## src/rtl/core/four_wheel_drive_command_controller_core_assert.svh

```systemverilog
// Assertion macros shared by the four-wheel drive controller core.
`ifndef FOUR_WHEEL_DRIVE_COMMAND_CONTROLLER_CORE_ASSERT_SVH
`define FOUR_WHEEL_DRIVE_COMMAND_CONTROLLER_CORE_ASSERT_SVH

// Consequent must hold in the same cycle as the antecedent.
`define FWDC_ASSERT_SAME(label, ante, cons, msg) \
  label: assert property (@(posedge clk) disable iff (rst) (ante) |-> (cons)) \
    else $error(msg);

// Consequent must hold in the cycle after the antecedent.
`define FWDC_ASSERT_NEXT(label, ante, cons, msg) \
  label: assert property (@(posedge clk) disable iff (rst) (ante) |=> (cons)) \
    else $error(msg);

`endif

```

## src/rtl/core/fwdc_pkg.sv

```systemverilog
// Shared types and constants of the four-wheel drive controller core.
package fwdc_pkg;

  localparam int NUM_WHEELS = 4;

  // wheel index and last-wheel code
  localparam logic [1:0] LAST_WHEEL = 2'd3;

  // command codes
  localparam logic [1:0] CMD_NONE      = 2'd0;
  localparam logic [1:0] CMD_VELOCITY  = 2'd1;
  localparam logic [1:0] CMD_HEARTBEAT = 2'd2;
  localparam logic [1:0] CMD_OTHER     = 2'd3;

  // drive direction codes
  localparam logic [1:0] DIR_OFF     = 2'd0;
  localparam logic [1:0] DIR_FORWARD = 2'd1;
  localparam logic [1:0] DIR_REVERSE = 2'd2;

  // configuration register indexes
  localparam logic [1:0] CFG_HB_TIMEOUT    = 2'd0;
  localparam logic [1:0] CFG_CTRL_INTERVAL = 2'd1;
  localparam logic [1:0] CFG_WIDE_MASK     = 2'd2;

  // configuration reset values
  localparam logic [15:0] HB_TIMEOUT_RST    = 16'd200;
  localparam logic [15:0] CTRL_INTERVAL_RST = 16'd20;
  localparam logic [3:0]  WIDE_MASK_RST     = 4'd9;

  // open-loop drive scaling: duty = |target| * 4999 / 300, clamped
  localparam logic [12:0] DUTY_MAX   = 13'd4999;
  localparam logic [15:0] SPEED_FULL = 16'd300;
  // ceil(4999 * 2^17 / 300); exact floor for |target| below 300
  localparam logic [21:0] DUTY_RECIP = 22'd2184097;
  localparam int          DUTY_SHIFT = 17;

  typedef logic signed [NUM_WHEELS-1:0][15:0] rpm_arr_t;
  typedef logic [NUM_WHEELS-1:0][31:0]        count_arr_t;

  typedef struct packed {
    logic [1:0]  cmd;
    logic [31:0] now_ms;
    rpm_arr_t    rpm;
    count_arr_t  count;
  } step_t;

  typedef struct packed {
    logic load_target;
    logic alive;
    logic control;
  } wheel_ctl_t;

  typedef struct packed {
    logic [1:0]         dir;
    logic [12:0]        duty;
    logic signed [31:0] ticks;
  } wheel_res_t;

  typedef wheel_res_t [NUM_WHEELS-1:0] wheel_res_arr_t;

endpackage

```

## src/rtl/core/fwdc_step_if.sv

```systemverilog
// Input channel: one control-loop pass per item.
interface fwdc_step_if;
  logic               valid;
  logic               ready;
  logic [1:0]         cmd;
  logic [31:0]        now_ms;
  logic signed [15:0] rpm_front_left;
  logic signed [15:0] rpm_front_right;
  logic signed [15:0] rpm_rear_left;
  logic signed [15:0] rpm_rear_right;
  logic [31:0]        count_front_left;
  logic [31:0]        count_front_right;
  logic [31:0]        count_rear_left;
  logic [31:0]        count_rear_right;

  modport source (
    output valid, cmd, now_ms,
    output rpm_front_left, rpm_front_right, rpm_rear_left, rpm_rear_right,
    output count_front_left, count_front_right, count_rear_left, count_rear_right,
    input  ready
  );

  modport sink (
    input  valid, cmd, now_ms,
    input  rpm_front_left, rpm_front_right, rpm_rear_left, rpm_rear_right,
    input  count_front_left, count_front_right, count_rear_left, count_rear_right,
    output ready
  );
endinterface

```

## src/rtl/core/fwdc_result_if.sv

```systemverilog
// Output channel: one per-wheel drive and encoder report per item.
interface fwdc_result_if;
  logic               valid;
  logic               ready;
  logic [1:0]         motor_index;
  logic [1:0]         drive_dir;
  logic [12:0]        duty;
  logic signed [31:0] cumulative_ticks;
  logic               report;
  logic               last_motor;

  modport source (
    output valid, motor_index, drive_dir, duty, cumulative_ticks, report, last_motor,
    input  ready
  );

  modport sink (
    input  valid, motor_index, drive_dir, duty, cumulative_ticks, report, last_motor,
    output ready
  );
endinterface

```

## src/rtl/core/fwdc_sched.sv

```systemverilog
// Heartbeat watchdog and control-interval timer.
module fwdc_sched
  import fwdc_pkg::*;
(
  input  logic        clk,
  input  logic        rst,
  input  logic        upd,
  input  logic [1:0]  cmd,
  input  logic [31:0] now_ms,
  input  logic [15:0] hb_timeout,
  input  logic [15:0] ctrl_interval,
  output wheel_ctl_t  ctl
);

  logic [31:0] last_hb;
  logic [31:0] last_ctrl;
  logic [31:0] hb_ref;
  logic        is_heartbeat;

  // a heartbeat on this item re-arms the watchdog before the check
  assign is_heartbeat = (cmd == CMD_HEARTBEAT);
  assign hb_ref       = is_heartbeat ? now_ms : last_hb;

  assign ctl.load_target = (cmd == CMD_VELOCITY);
  assign ctl.alive       = (now_ms - hb_ref) <= {16'd0, hb_timeout};
  assign ctl.control     = (now_ms - last_ctrl) >= {16'd0, ctrl_interval};

  always_ff @(posedge clk) begin
    if (rst) begin
      last_hb   <= '0;
      last_ctrl <= '0;
    end else if (upd) begin
      if (is_heartbeat) begin
        last_hb <= now_ms;
      end
      if (ctl.control) begin
        last_ctrl <= now_ms;
      end
    end
  end

`include "four_wheel_drive_command_controller_core_assert.svh"

  `FWDC_ASSERT_SAME(a_hb_keeps_alive, upd && is_heartbeat, ctl.alive, "heartbeat item expired")
  `FWDC_ASSERT_NEXT(a_hb_recorded, upd && is_heartbeat, last_hb == $past(now_ms), "heartbeat time not held")

endmodule

```

## src/rtl/core/fwdc_wheel.sv

```systemverilog
// Per-wheel target, open-loop drive and encoder extension.
module fwdc_wheel
  import fwdc_pkg::*;
(
  input  logic               clk,
  input  logic               rst,
  input  logic               upd,
  input  wheel_ctl_t         ctl,
  input  logic               wide,
  input  logic signed [15:0] rpm,
  input  logic [31:0]        sample,
  output wheel_res_t         res
);

  logic signed [15:0] target;
  logic signed [15:0] target_next;
  logic [31:0]        tick;
  logic [15:0]        prev;
  logic [12:0]        duty;
  logic [1:0]         dir;

  logic [15:0] mag;
  logic [30:0] prod;
  logic [12:0] duty_calc;
  logic [1:0]  dir_calc;
  logic [15:0] diff;
  logic [31:0] tick_next;

  always_comb begin
    target_next = ctl.load_target ? rpm : target;
    if (!ctl.alive) begin
      target_next = '0;
    end
  end

  // scale |target| below full speed by a reciprocal multiply, clamp above
  assign mag  = target_next[15] ? 16'(-target_next) : 16'(target_next);
  assign prod = 31'(mag[8:0]) * 31'(DUTY_RECIP);

  always_comb begin
    if (mag >= SPEED_FULL) begin
      duty_calc = DUTY_MAX;
    end else begin
      duty_calc = 13'(prod >> DUTY_SHIFT);
    end
    if (duty_calc == '0) begin
      dir_calc = DIR_OFF;
    end else if (target_next[15]) begin
      dir_calc = DIR_REVERSE;
    end else begin
      dir_calc = DIR_FORWARD;
    end
  end

  // narrow counter: add the signed 16-bit step since the last sample
  assign diff = sample[15:0] - prev;
  assign tick_next = wide ? sample : tick + {{16{diff[15]}}, diff};

  always_ff @(posedge clk) begin
    if (rst) begin
      target <= '0;
      tick   <= '0;
      prev   <= '0;
      duty   <= '0;
      dir    <= DIR_OFF;
    end else if (upd) begin
      target <= target_next;
      if (!ctl.alive) begin
        duty <= '0;
        dir  <= DIR_OFF;
      end else if (ctl.control) begin
        duty <= duty_calc;
        dir  <= dir_calc;
      end
      if (ctl.control) begin
        tick <= tick_next;
        if (!wide) begin
          prev <= sample[15:0];
        end
      end
    end
  end

  assign res.dir   = dir;
  assign res.duty  = duty;
  assign res.ticks = tick;

endmodule

```

## src/rtl/core/fwdc_out.sv

```systemverilog
// Result stage: sends the four wheel reports of an item in order.
module fwdc_out
  import fwdc_pkg::*;
(
  input  logic            clk,
  input  logic            rst,
  input  logic            load,
  input  logic            report_in,
  input  wheel_res_arr_t  res,
  output logic            free,
  fwdc_result_if.source   result
);

  logic       res_valid;
  logic [1:0] idx;
  logic       report;
  logic       fire;
  logic       last;

  assign fire = result.valid && result.ready;
  assign last = (idx == LAST_WHEEL);
  assign free = !res_valid || (fire && last);

  always_ff @(posedge clk) begin
    if (rst) begin
      res_valid <= 1'b0;
      idx       <= '0;
    end else if (load) begin
      res_valid <= 1'b1;
      idx       <= '0;
    end else if (fire) begin
      if (last) begin
        res_valid <= 1'b0;
      end else begin
        idx <= idx + 2'd1;
      end
    end
  end

  always_ff @(posedge clk) begin
    if (load) begin
      report <= report_in;
    end
  end

  assign result.valid            = res_valid;
  assign result.motor_index      = idx;
  assign result.drive_dir        = res[idx].dir;
  assign result.duty             = res[idx].duty;
  assign result.cumulative_ticks = res[idx].ticks;
  assign result.report           = report;
  assign result.last_motor       = last;

`include "four_wheel_drive_command_controller_core_assert.svh"

  `FWDC_ASSERT_NEXT(a_load_starts, load, res_valid && idx == '0, "load did not restart at wheel 0")
  `FWDC_ASSERT_NEXT(a_idx_steps, fire && !last, res_valid && idx == $past(idx) + 2'd1, "wheel skipped")
  `FWDC_ASSERT_NEXT(a_stall_holds, res_valid && !result.ready, res_valid && $stable(idx), "stalled report moved")

endmodule

```

## src/rtl/core/four_wheel_drive_command_controller_core.sv

```systemverilog
// Top level of the four-wheel drive command controller core.
//
// Each item on the step channel is one pass of the motor control loop: the
// millisecond time, at most one received command (a velocity set for all
// four wheels, or a heartbeat) and four raw encoder samples. The core keeps
// the wheel targets, a heartbeat watchdog that stops every drive once more
// than the heartbeat timeout has gone by without a heartbeat, and a control
// timer.
// On a control step (control_interval_ms elapsed) it extends the encoder
// counters to 32-bit tick totals and sets each open-loop drive from its
// target: direction from the sign, duty = |target| * 4999 / 300 truncated
// and clamped to 4999. Every item yields four results on the result
// channel, wheels 0 to 3 in order, last_motor marking the fourth; report is
// set when the item was a control step. An accepted item waits in the input
// register until the result stage is free, then updates all state and
// loads the result stage in the same cycle. The four reports leave one per
// cycle while the receiver holds ready, and the input register takes the
// next item while reports are still draining. Configuration is written
// through cfg_we/cfg_index/cfg_data (0 heartbeat timeout, 1 control
// interval, 2 wide counter mask; index 3 is ignored) and takes effect on
// the next item; write it only while the core is idle.
module four_wheel_drive_command_controller_core
  import fwdc_pkg::*;
(
  input  logic          clk,
  input  logic          rst,
  fwdc_step_if.sink     step,
  fwdc_result_if.source result,
  input  logic          cfg_we,
  input  logic [1:0]    cfg_index,
  input  logic [15:0]   cfg_data
);

  // configuration registers
  logic [15:0] hb_timeout;
  logic [15:0] ctrl_interval;
  logic [3:0]  wide_mask;

  // input register
  logic  step_valid;
  step_t step_q;

  logic           advance;
  logic           out_free;
  wheel_ctl_t     ctl;
  wheel_res_arr_t wheel_res;

  always_ff @(posedge clk) begin
    if (rst) begin
      hb_timeout    <= HB_TIMEOUT_RST;
      ctrl_interval <= CTRL_INTERVAL_RST;
      wide_mask     <= WIDE_MASK_RST;
    end else if (cfg_we) begin
      case (cfg_index)
        CFG_HB_TIMEOUT:    hb_timeout    <= cfg_data;
        CFG_CTRL_INTERVAL: ctrl_interval <= cfg_data;
        CFG_WIDE_MASK:     wide_mask     <= cfg_data[3:0];
        default: ;
      endcase
    end
  end

  // move the held item into the state update once the result stage is free
  assign advance    = step_valid && out_free;
  assign step.ready = !step_valid || advance;

  always_ff @(posedge clk) begin
    if (rst) begin
      step_valid <= 1'b0;
    end else if (step.ready) begin
      step_valid <= step.valid;
    end
  end

  always_ff @(posedge clk) begin
    if (step.valid && step.ready) begin
      step_q.cmd      <= step.cmd;
      step_q.now_ms   <= step.now_ms;
      step_q.rpm[0]   <= step.rpm_front_left;
      step_q.rpm[1]   <= step.rpm_front_right;
      step_q.rpm[2]   <= step.rpm_rear_left;
      step_q.rpm[3]   <= step.rpm_rear_right;
      step_q.count[0] <= step.count_front_left;
      step_q.count[1] <= step.count_front_right;
      step_q.count[2] <= step.count_rear_left;
      step_q.count[3] <= step.count_rear_right;
    end
  end

  // watchdog and control timer decide what this pass does
  fwdc_sched u_sched (
    .clk           (clk),
    .rst           (rst),
    .upd           (advance),
    .cmd           (step_q.cmd),
    .now_ms        (step_q.now_ms),
    .hb_timeout    (hb_timeout),
    .ctrl_interval (ctrl_interval),
    .ctl           (ctl)
  );

  // one lane per wheel; each lane's held state is what gets reported
  for (genvar w = 0; w < NUM_WHEELS; w++) begin : g_wheel
    fwdc_wheel u_wheel (
      .clk    (clk),
      .rst    (rst),
      .upd    (advance),
      .ctl    (ctl),
      .wide   (wide_mask[w]),
      .rpm    (step_q.rpm[w]),
      .sample (step_q.count[w]),
      .res    (wheel_res[w])
    );
  end

  // serialize the four wheel reports
  fwdc_out u_out (
    .clk       (clk),
    .rst       (rst),
    .load      (advance),
    .report_in (ctl.control),
    .res       (wheel_res),
    .free      (out_free),
    .result    (result)
  );

endmodule

```

## src/flat_wrapper.sv

```systemverilog
// flat-port wrapper written by rule: the top's interface ports become plain ports
module four_wheel_drive_command_controller_core_flat import fwdc_pkg::*;
  (clk, rst, cfg_we, cfg_index, cfg_data, step_valid, step_cmd, step_now_ms, step_rpm_front_left, step_rpm_front_right, step_rpm_rear_left, step_rpm_rear_right, step_count_front_left, step_count_front_right, step_count_rear_left, step_count_rear_right, step_ready, result_valid, result_motor_index, result_drive_dir, result_duty, result_cumulative_ticks, result_report, result_last_motor, result_ready);
  fwdc_step_if step_i ();
  fwdc_result_if result_i ();
  input  logic clk;
  input  logic rst;
  input  logic cfg_we;
  input  logic [1:0] cfg_index;
  input  logic [15:0] cfg_data;
  input wire logic [$bits(step_i.valid)-1:0] step_valid;
  input wire logic [$bits(step_i.cmd)-1:0] step_cmd;
  input wire logic [$bits(step_i.now_ms)-1:0] step_now_ms;
  input wire logic [$bits(step_i.rpm_front_left)-1:0] step_rpm_front_left;
  input wire logic [$bits(step_i.rpm_front_right)-1:0] step_rpm_front_right;
  input wire logic [$bits(step_i.rpm_rear_left)-1:0] step_rpm_rear_left;
  input wire logic [$bits(step_i.rpm_rear_right)-1:0] step_rpm_rear_right;
  input wire logic [$bits(step_i.count_front_left)-1:0] step_count_front_left;
  input wire logic [$bits(step_i.count_front_right)-1:0] step_count_front_right;
  input wire logic [$bits(step_i.count_rear_left)-1:0] step_count_rear_left;
  input wire logic [$bits(step_i.count_rear_right)-1:0] step_count_rear_right;
  output wire logic [$bits(step_i.ready)-1:0] step_ready;
  output wire logic [$bits(result_i.valid)-1:0] result_valid;
  output wire logic [$bits(result_i.motor_index)-1:0] result_motor_index;
  output wire logic [$bits(result_i.drive_dir)-1:0] result_drive_dir;
  output wire logic [$bits(result_i.duty)-1:0] result_duty;
  output wire logic [$bits(result_i.cumulative_ticks)-1:0] result_cumulative_ticks;
  output wire logic [$bits(result_i.report)-1:0] result_report;
  output wire logic [$bits(result_i.last_motor)-1:0] result_last_motor;
  input wire logic [$bits(result_i.ready)-1:0] result_ready;
  assign step_i.valid = step_valid;
  assign step_i.cmd = step_cmd;
  assign step_i.now_ms = step_now_ms;
  assign step_i.rpm_front_left = step_rpm_front_left;
  assign step_i.rpm_front_right = step_rpm_front_right;
  assign step_i.rpm_rear_left = step_rpm_rear_left;
  assign step_i.rpm_rear_right = step_rpm_rear_right;
  assign step_i.count_front_left = step_count_front_left;
  assign step_i.count_front_right = step_count_front_right;
  assign step_i.count_rear_left = step_count_rear_left;
  assign step_i.count_rear_right = step_count_rear_right;
  assign step_ready = step_i.ready;
  assign result_valid = result_i.valid;
  assign result_motor_index = result_i.motor_index;
  assign result_drive_dir = result_i.drive_dir;
  assign result_duty = result_i.duty;
  assign result_cumulative_ticks = result_i.cumulative_ticks;
  assign result_report = result_i.report;
  assign result_last_motor = result_i.last_motor;
  assign result_i.ready = result_ready;
  four_wheel_drive_command_controller_core u_core (.clk(clk), .rst(rst), .step(step_i), .result(result_i), .cfg_we(cfg_we), .cfg_index(cfg_index), .cfg_data(cfg_data));
endmodule
```

## config.mk

```make
export PLATFORM = sky130hd
export DESIGN_NAME = four_wheel_drive_command_controller_core_flat
export DESIGN_NICKNAME = d
export VERILOG_FILES = /design/src/rtl/core/fwdc_pkg.sv /design/src/rtl/core/fwdc_step_if.sv /design/src/rtl/core/fwdc_result_if.sv /design/src/rtl/core/fwdc_sched.sv /design/src/rtl/core/fwdc_wheel.sv /design/src/rtl/core/fwdc_out.sv /design/src/rtl/core/four_wheel_drive_command_controller_core.sv /design/src/flat_wrapper.sv
export VERILOG_INCLUDE_DIRS = /design/src /design/src/rtl/core
export SDC_FILE = /design/constraint.sdc
export NUM_CORES = 2
export LEC_CHECK = 0
export ABC_AREA = 0
export ABC_CLOCK_PERIOD_IN_PS = 38800
export BUFFER_PORTS_ARGS = -buffer_cell sky130_fd_sc_hd__buf_2
export CAP_MARGIN = 0
export CORE_MARGIN = 3
export CORE_UTILIZATION = 53
export DETAILED_ROUTE_END_ITERATION = 12
export HOLD_SLACK_MARGIN = 0.15
export PLACE_DENSITY = 0.71
export SYNTH_ARGS = -nofsm -noshare
export SYNTH_HDL_FRONTEND = slang
export SYNTH_HIERARCHICAL = 1
export SYNTH_SLANG_ARGS = --single-unit
```

## constraint.sdc

```tcl
create_clock -name clk -period 38.8 [get_ports clk]
set_input_delay 0 -clock clk [delete_from_list [all_inputs] [get_ports clk]]
set_output_delay 0 -clock clk [all_outputs]
set_load 0.01 [all_outputs]
```

# Word-level counts from Yosys, hierarchy flattened
# Index checks and enable logic that the tools add are counted.
# word_totals
register_bits	647
output_inout_bits	53
word_cells	153
# classes
add_sub_neg	15
mul	4
magnitude_cmp	7
eq_ne	6
mux	50
n_bitwise	5
reduce_logical	27
# op_table
cell	n
16-bit two-way mux	12
32-bit two-way mux	5
13-bit two-way mux	12
32-bit adder	4
9-bit by 22-bit multiplier with 30-bit output (second input constant)	4
47-bit binary-select mux with 2-bit select	1
16-bit by 9-bit >= comparator with 1-bit output (second input constant)	4
16-bit negator	4
16-bit subtractor	4
32-bit subtractor	2
13-bit logical NOT	4
47-bit two-way mux	1
32-bit by 16-bit >= comparator with 1-bit output	1
32-bit by 16-bit less-or-equal comparator with 1-bit output	1
2-bit two-way mux	16
2-bit AND reduction	7
3-bit AND reduction	4
2-bit equality test (second input constant)	3
1-bit inverter	5
2-bit by 1-bit equality test with 1-bit output (second input constant)	2
1-bit logical AND	4
2-bit nonzero test	2
2-bit by 3-bit less-than comparator with 1-bit output (second input constant)	1
1-bit two-way mux	3
other kinds (6)	8

# Longest topological paths before layout
# depth
depth_word	13
depth_mapped	55

# Hierarchy
# The synthesis kept the hierarchy.
# modules_own_cells
mod	n_inst	cells_each	area_per_inst_um2
fwdc_wheel at u_core.g_wheel[1].u_wheel	1	1055	8489.4
fwdc_wheel at u_core.g_wheel[3].u_wheel	1	1072	8410.6
fwdc_wheel at u_core.g_wheel[2].u_wheel	1	1045	8393.0
fwdc_wheel at u_core.g_wheel[0].u_wheel	1	1039	8349.3
four_wheel_drive_command_controller_core	1	377	8341.8
fwdc_sched	1	981	7410.9
fwdc_out	1	75	1361.3

# Worst setup path before layout
# Ideal clock, no wire load.
# synth_timing
path_type	flip-flop to flip-flop
start	register, netlist name u_core/step_q[224]
end	register u_core.g_wheel[3].u_wheel.dir[0]
setup_ns	0.117
arrival_time_ns	12.652
required_time_ns	38.683
path_slack_ns	26.030
path_stages_with_launch	54
path_buffers	4
path_cell_list	edfxtp_1 > nor2b_1 > clkbuf_1 > clkbuf_1 > buf_1 > mux2i_1 > ha_1 > or3_1 > nand4_1 > o211ai_1 > a2bb2oi_1 > o31a_1 > o21ai_0 > o21ai_0 > xnor2_1 > ha_1 > nand4_1 > nor2_1 > (+18 left out) > ha_1 > or2_2 > fa_1 > inv_1 > fa_1 > fa_1 > inv_1 > ha_1 > inv_1 > o31ai_1 > o21ai_0 > a21oi_1 > a21oi_1 > xnor2_1 > a2111o_1 > nor4_1 > nand4bb_1 > a32o_1
# synth_rtl
item	line_no	source
end signal: assignment	fwdc_wheel.sv:73	dir <= dir_calc;
end: declaration	fwdc_wheel.sv:20	logic [1:0] dir;

==> results.sh <==
export IMPL_ir_drop_mv=0.0624
export IMPL_gp_congestion=0.942
export IMPL_hold_class="in -> reg"
export IMPL_ios=302
export IMPL_clock_skew_ns=0.0227
export IMPL_clkSinkCount=647
export IMPL_setup_viol=0
export IMPL_crit_start="u_core/step_q[225]"
export IMPL_dp_final_hpwl_um=109000
export IMPL_wl_per_cell_um=19.8
export IMPL_cts_buffers_inserted=78
export IMPL_fin_crit_ns=13.62
export IMPL_clk_latency_ns=0.67
export IMPL_fmax_mhz=73.4
export IMPL_slew_viol_final=0
export IMPL_synth_fa_ha_area_frac=0.186
export IMPL_layout_area_overhead_vs_synth_pct=19.6
export IMPL_hold_viol=0
export IMPL_ant_nets=0
export IMPL_ys_seq_area_frac=0.300
export IMPL_coreArea_sq_mm=0.0942
export IMPL_drt_wl_total_um=152000
export IMPL_synth_area_sq_mm=0.0508
export IMPL_p_leak_nw=26.5
export IMPL_drc_errors=0
export IMPL_synth_fp_nets=6573
export IMPL_grt_total_usage=0.299
export IMPL_crit_type="reg -> reg"
export IMPL_power_density_mw_per_mm2=34.0
export IMPL_yosys_area_share_simple=0.146
export IMPL_ys_types=135
export IMPL_worst_ep_required_time_ns=39.32
export IMPL_io_buffers=301
export IMPL_cts_root_buf="clkbuf_16"
export IMPL_cts_resized=0
export IMPL_fin_setup_tns_ns=0
export IMPL_grt_max_degree=81
export IMPL_critical_path_slowest_cell="xnor2_1"
export IMPL_dieArea_sq_mm=0.0995
export IMPL_syn_inst=5644
export IMPL_postCtsSetupBuffers=0
export IMPL_status="finished clean"
export IMPL_die_h_um=315
export IMPL_relSlewSlack=0.141
export IMPL_final_common_cell="ha_1"
export IMPL_nFillCells=7669
export IMPL_postCtsHoldBufs=493
export IMPL_whs_ns=0.208
export IMPL_clockBufferDepth=3
export IMPL_die_x_um=315
export IMPL_layout_drive_gt1_share=0.102
export IMPL_worstSetupEndpointType="flop"
export IMPL_synth_top_family_by_area="compound AO/OA/AOI/OAI gates"
export IMPL_cts_tree="done"
export IMPL_avgViaCountPerCell=5.86
export IMPL_rsz0062_at_grt="false"
export IMPL_drtIter0Drc=4238
export IMPL_grt_pass1_vias=43338
export IMPL_synth_seq_cells=647
export IMPL_overflow=0
export IMPL_first_pass_iters=9
export IMPL_maxCapViolCount=0
export IMPL_vias=44889
export IMPL_max_stage_delay_ns=0.59
export IMPL_path_max_fanout=42
export IMPL_antenna_found_initial=17
export IMPL_critical_path_arrival_ns=14.15
export IMPL_tightestPinTransition_ns=1.28
export IMPL_ys_warnings_count=6
export IMPL_synth_edf_count=227
export IMPL_synthMuxAreaShare=0.0692
export IMPL_synth_ff_type="dfxtp_1"
export IMPL_synth_avg_cell_area_sq_um=8.99
export IMPL_grt_pass1_wl_um=237000
export IMPL_timing_rr_start="u_core/step_q[225]"
export IMPL_yosys_area_share_xor_xnor=0.0496
export IMPL_htree_levels=3
export IMPL_start_util=0.539
export IMPL_synth_compound_area_frac=0.190
export IMPL_cp_start_kind="flop"
export IMPL_worstHoldStart="cfg_data[6]"
export IMPL_async_reset_ff_frac=0
export IMPL_nets=7270
export IMPL_rows=112
export IMPL_layout_common_cells="ha_1 (554), inv_1 (497), dlygate4sd3_1 (493)"
export IMPL_final_period_utilization=0.351
export IMPL_clkTransAtPathRegs_ns=0.06
where the power goes:
part / leakage, nW / internal, mW / switching [mW] / total (mW)
Clock: 1.27 / 0.440 / 0.312 / 0.752
Combinational: 19.6 / 0.234 / 0.293 / 0.527
Sequential: 5.63 / 0.740 / 0.0435 / 0.783
metrics by stage:
step	utilization	total power, mW	std cells	worst slack, ns	area (sq um)
after floorplan	-	1.15	5644	26.03	50800
after global placement	0.564	1.26	7021	25.77	53100
after detailed placement	0.564	1.27	7021	25.37	53100
after CTS	0.645	2.06	7657	25.32	60700
after global routing	0.645	2.16	7658	24.09	60700
final	0.645	2.06	7661	25.18	60700
Yosys cell counts (all sizes together) (17+ instances only):
cell | instances | area [sq um]
xnor2 | 177 | 1570
buf | 58 | 454
a2111oi | 18 | 208
o21ai | 297 | 1490
fa | 126 | 2520
ha | 554 | 6930
nor2 | 483 | 1830
o31ai | 32 | 255
a21oi | 437 | 2200
a211oi | 94 | 711
o22ai | 18 | 119
o211a | 17 | 170
nand2 | 458 | 1720
nor2b | 36 | 225
o211ai | 75 | 587
nand3 | 102 | 515
xor2 | 106 | 928
mux4 | 47 | 1070
o21bai | 40 | 300
clkbuf | 166 | 626
nand2b | 125 | 800
nor3 | 90 | 482
o21a | 31 | 233
dfxtp | 420 | 8410
a21o | 105 | 788
a22oi | 52 | 390
or3 | 31 | 194
and2 | 37 | 231
and3 | 39 | 249
a31oi | 62 | 394
edfxtp | 227 | 6820
nand4 | 48 | 300
nor4 | 22 | 159
inv | 501 | 1880
mux2 | 34 | 398
mux2i | 202 | 2050
sequential cells by signal, indices dropped and copies added (netlist names), 8 cells and up:
signal                         flops
u_core/g_wheel.u_wheel/dir         8
u_core/ctrl_interval              16
u_core/u_sched/last_hb            32
u_core/step_q                    226
u_core/g_wheel.u_wheel/tick      128
u_core/g_wheel.u_wheel/prev       64
u_core/u_sched/last_ctrl          32
u_core/g_wheel.u_wheel/duty       52
u_core/g_wheel.u_wheel/target     64
u_core/hb_timeout                 16
worst paths after layout:
kind,endpoint,slack [ns],cells after the start
hold reg to reg,u_core/g_wheel[2].u_wheel/duty[9],0.45,2
setup / recovery,u_core/g_wheel[2].u_wheel/dir[0],25.18,47
setup reg to reg,u_core/g_wheel[2].u_wheel/dir[0],25.18,47
hold / removal,u_core/hb_timeout[6],0.21,4
routing by layer:
metal	global-route usage	vias to the layer above	routed length, um	share of wire
met1	0.416	21367	67500	0.45
li1	-	21696	-	-
met3	0.0591	267	12400	0.082
met5	0	-	13	0.000086
met4	0.0999	2	5160	0.034
met2	0.466	1557	66500	0.44
cells by family after synthesis:
group	Yosys count
flip-flops	647
XOR/XNOR	284
buffers and inverters	725
AND/OR/NAND/NOR	1556
multiplexers	283
AO/OA/AOI/OAI	1468
adder cells (fa/ha/maj)	681
final cells by class:
cell class / count / area, sq um / share of cell area
antenna: 3 / 7.51 / 0.000124
clock buffer: 101 / 2140 / 0.0353
clock inverter: 42 / 474 / 0.00781
inverter: 501 / 1880 / 0.0310
multi-input combinational: 4272 / 32600 / 0.537
sequential: 647 / 15200 / 0.251
tap: 1254 / 1570 / 0.0258
timing repair buffer: 841 / 6800 / 0.112
worst max-delay path, delay by kind of cell (launching register included):
kind / cells / cell delay [ns]
flip-flops: 1 / 0.42
AND/OR/NAND/NOR: 9 / 1.92
buffers and inverters: 7 / 1.39
XOR/XNOR: 2 / 0.75
adder cells (fa/ha/maj): 8 / 2.95
AO/OA/AOI/OAI: 19 / 5.42
multiplexers: 2 / 0.57
No activity file was read; power rests on OpenSTA's default activity.
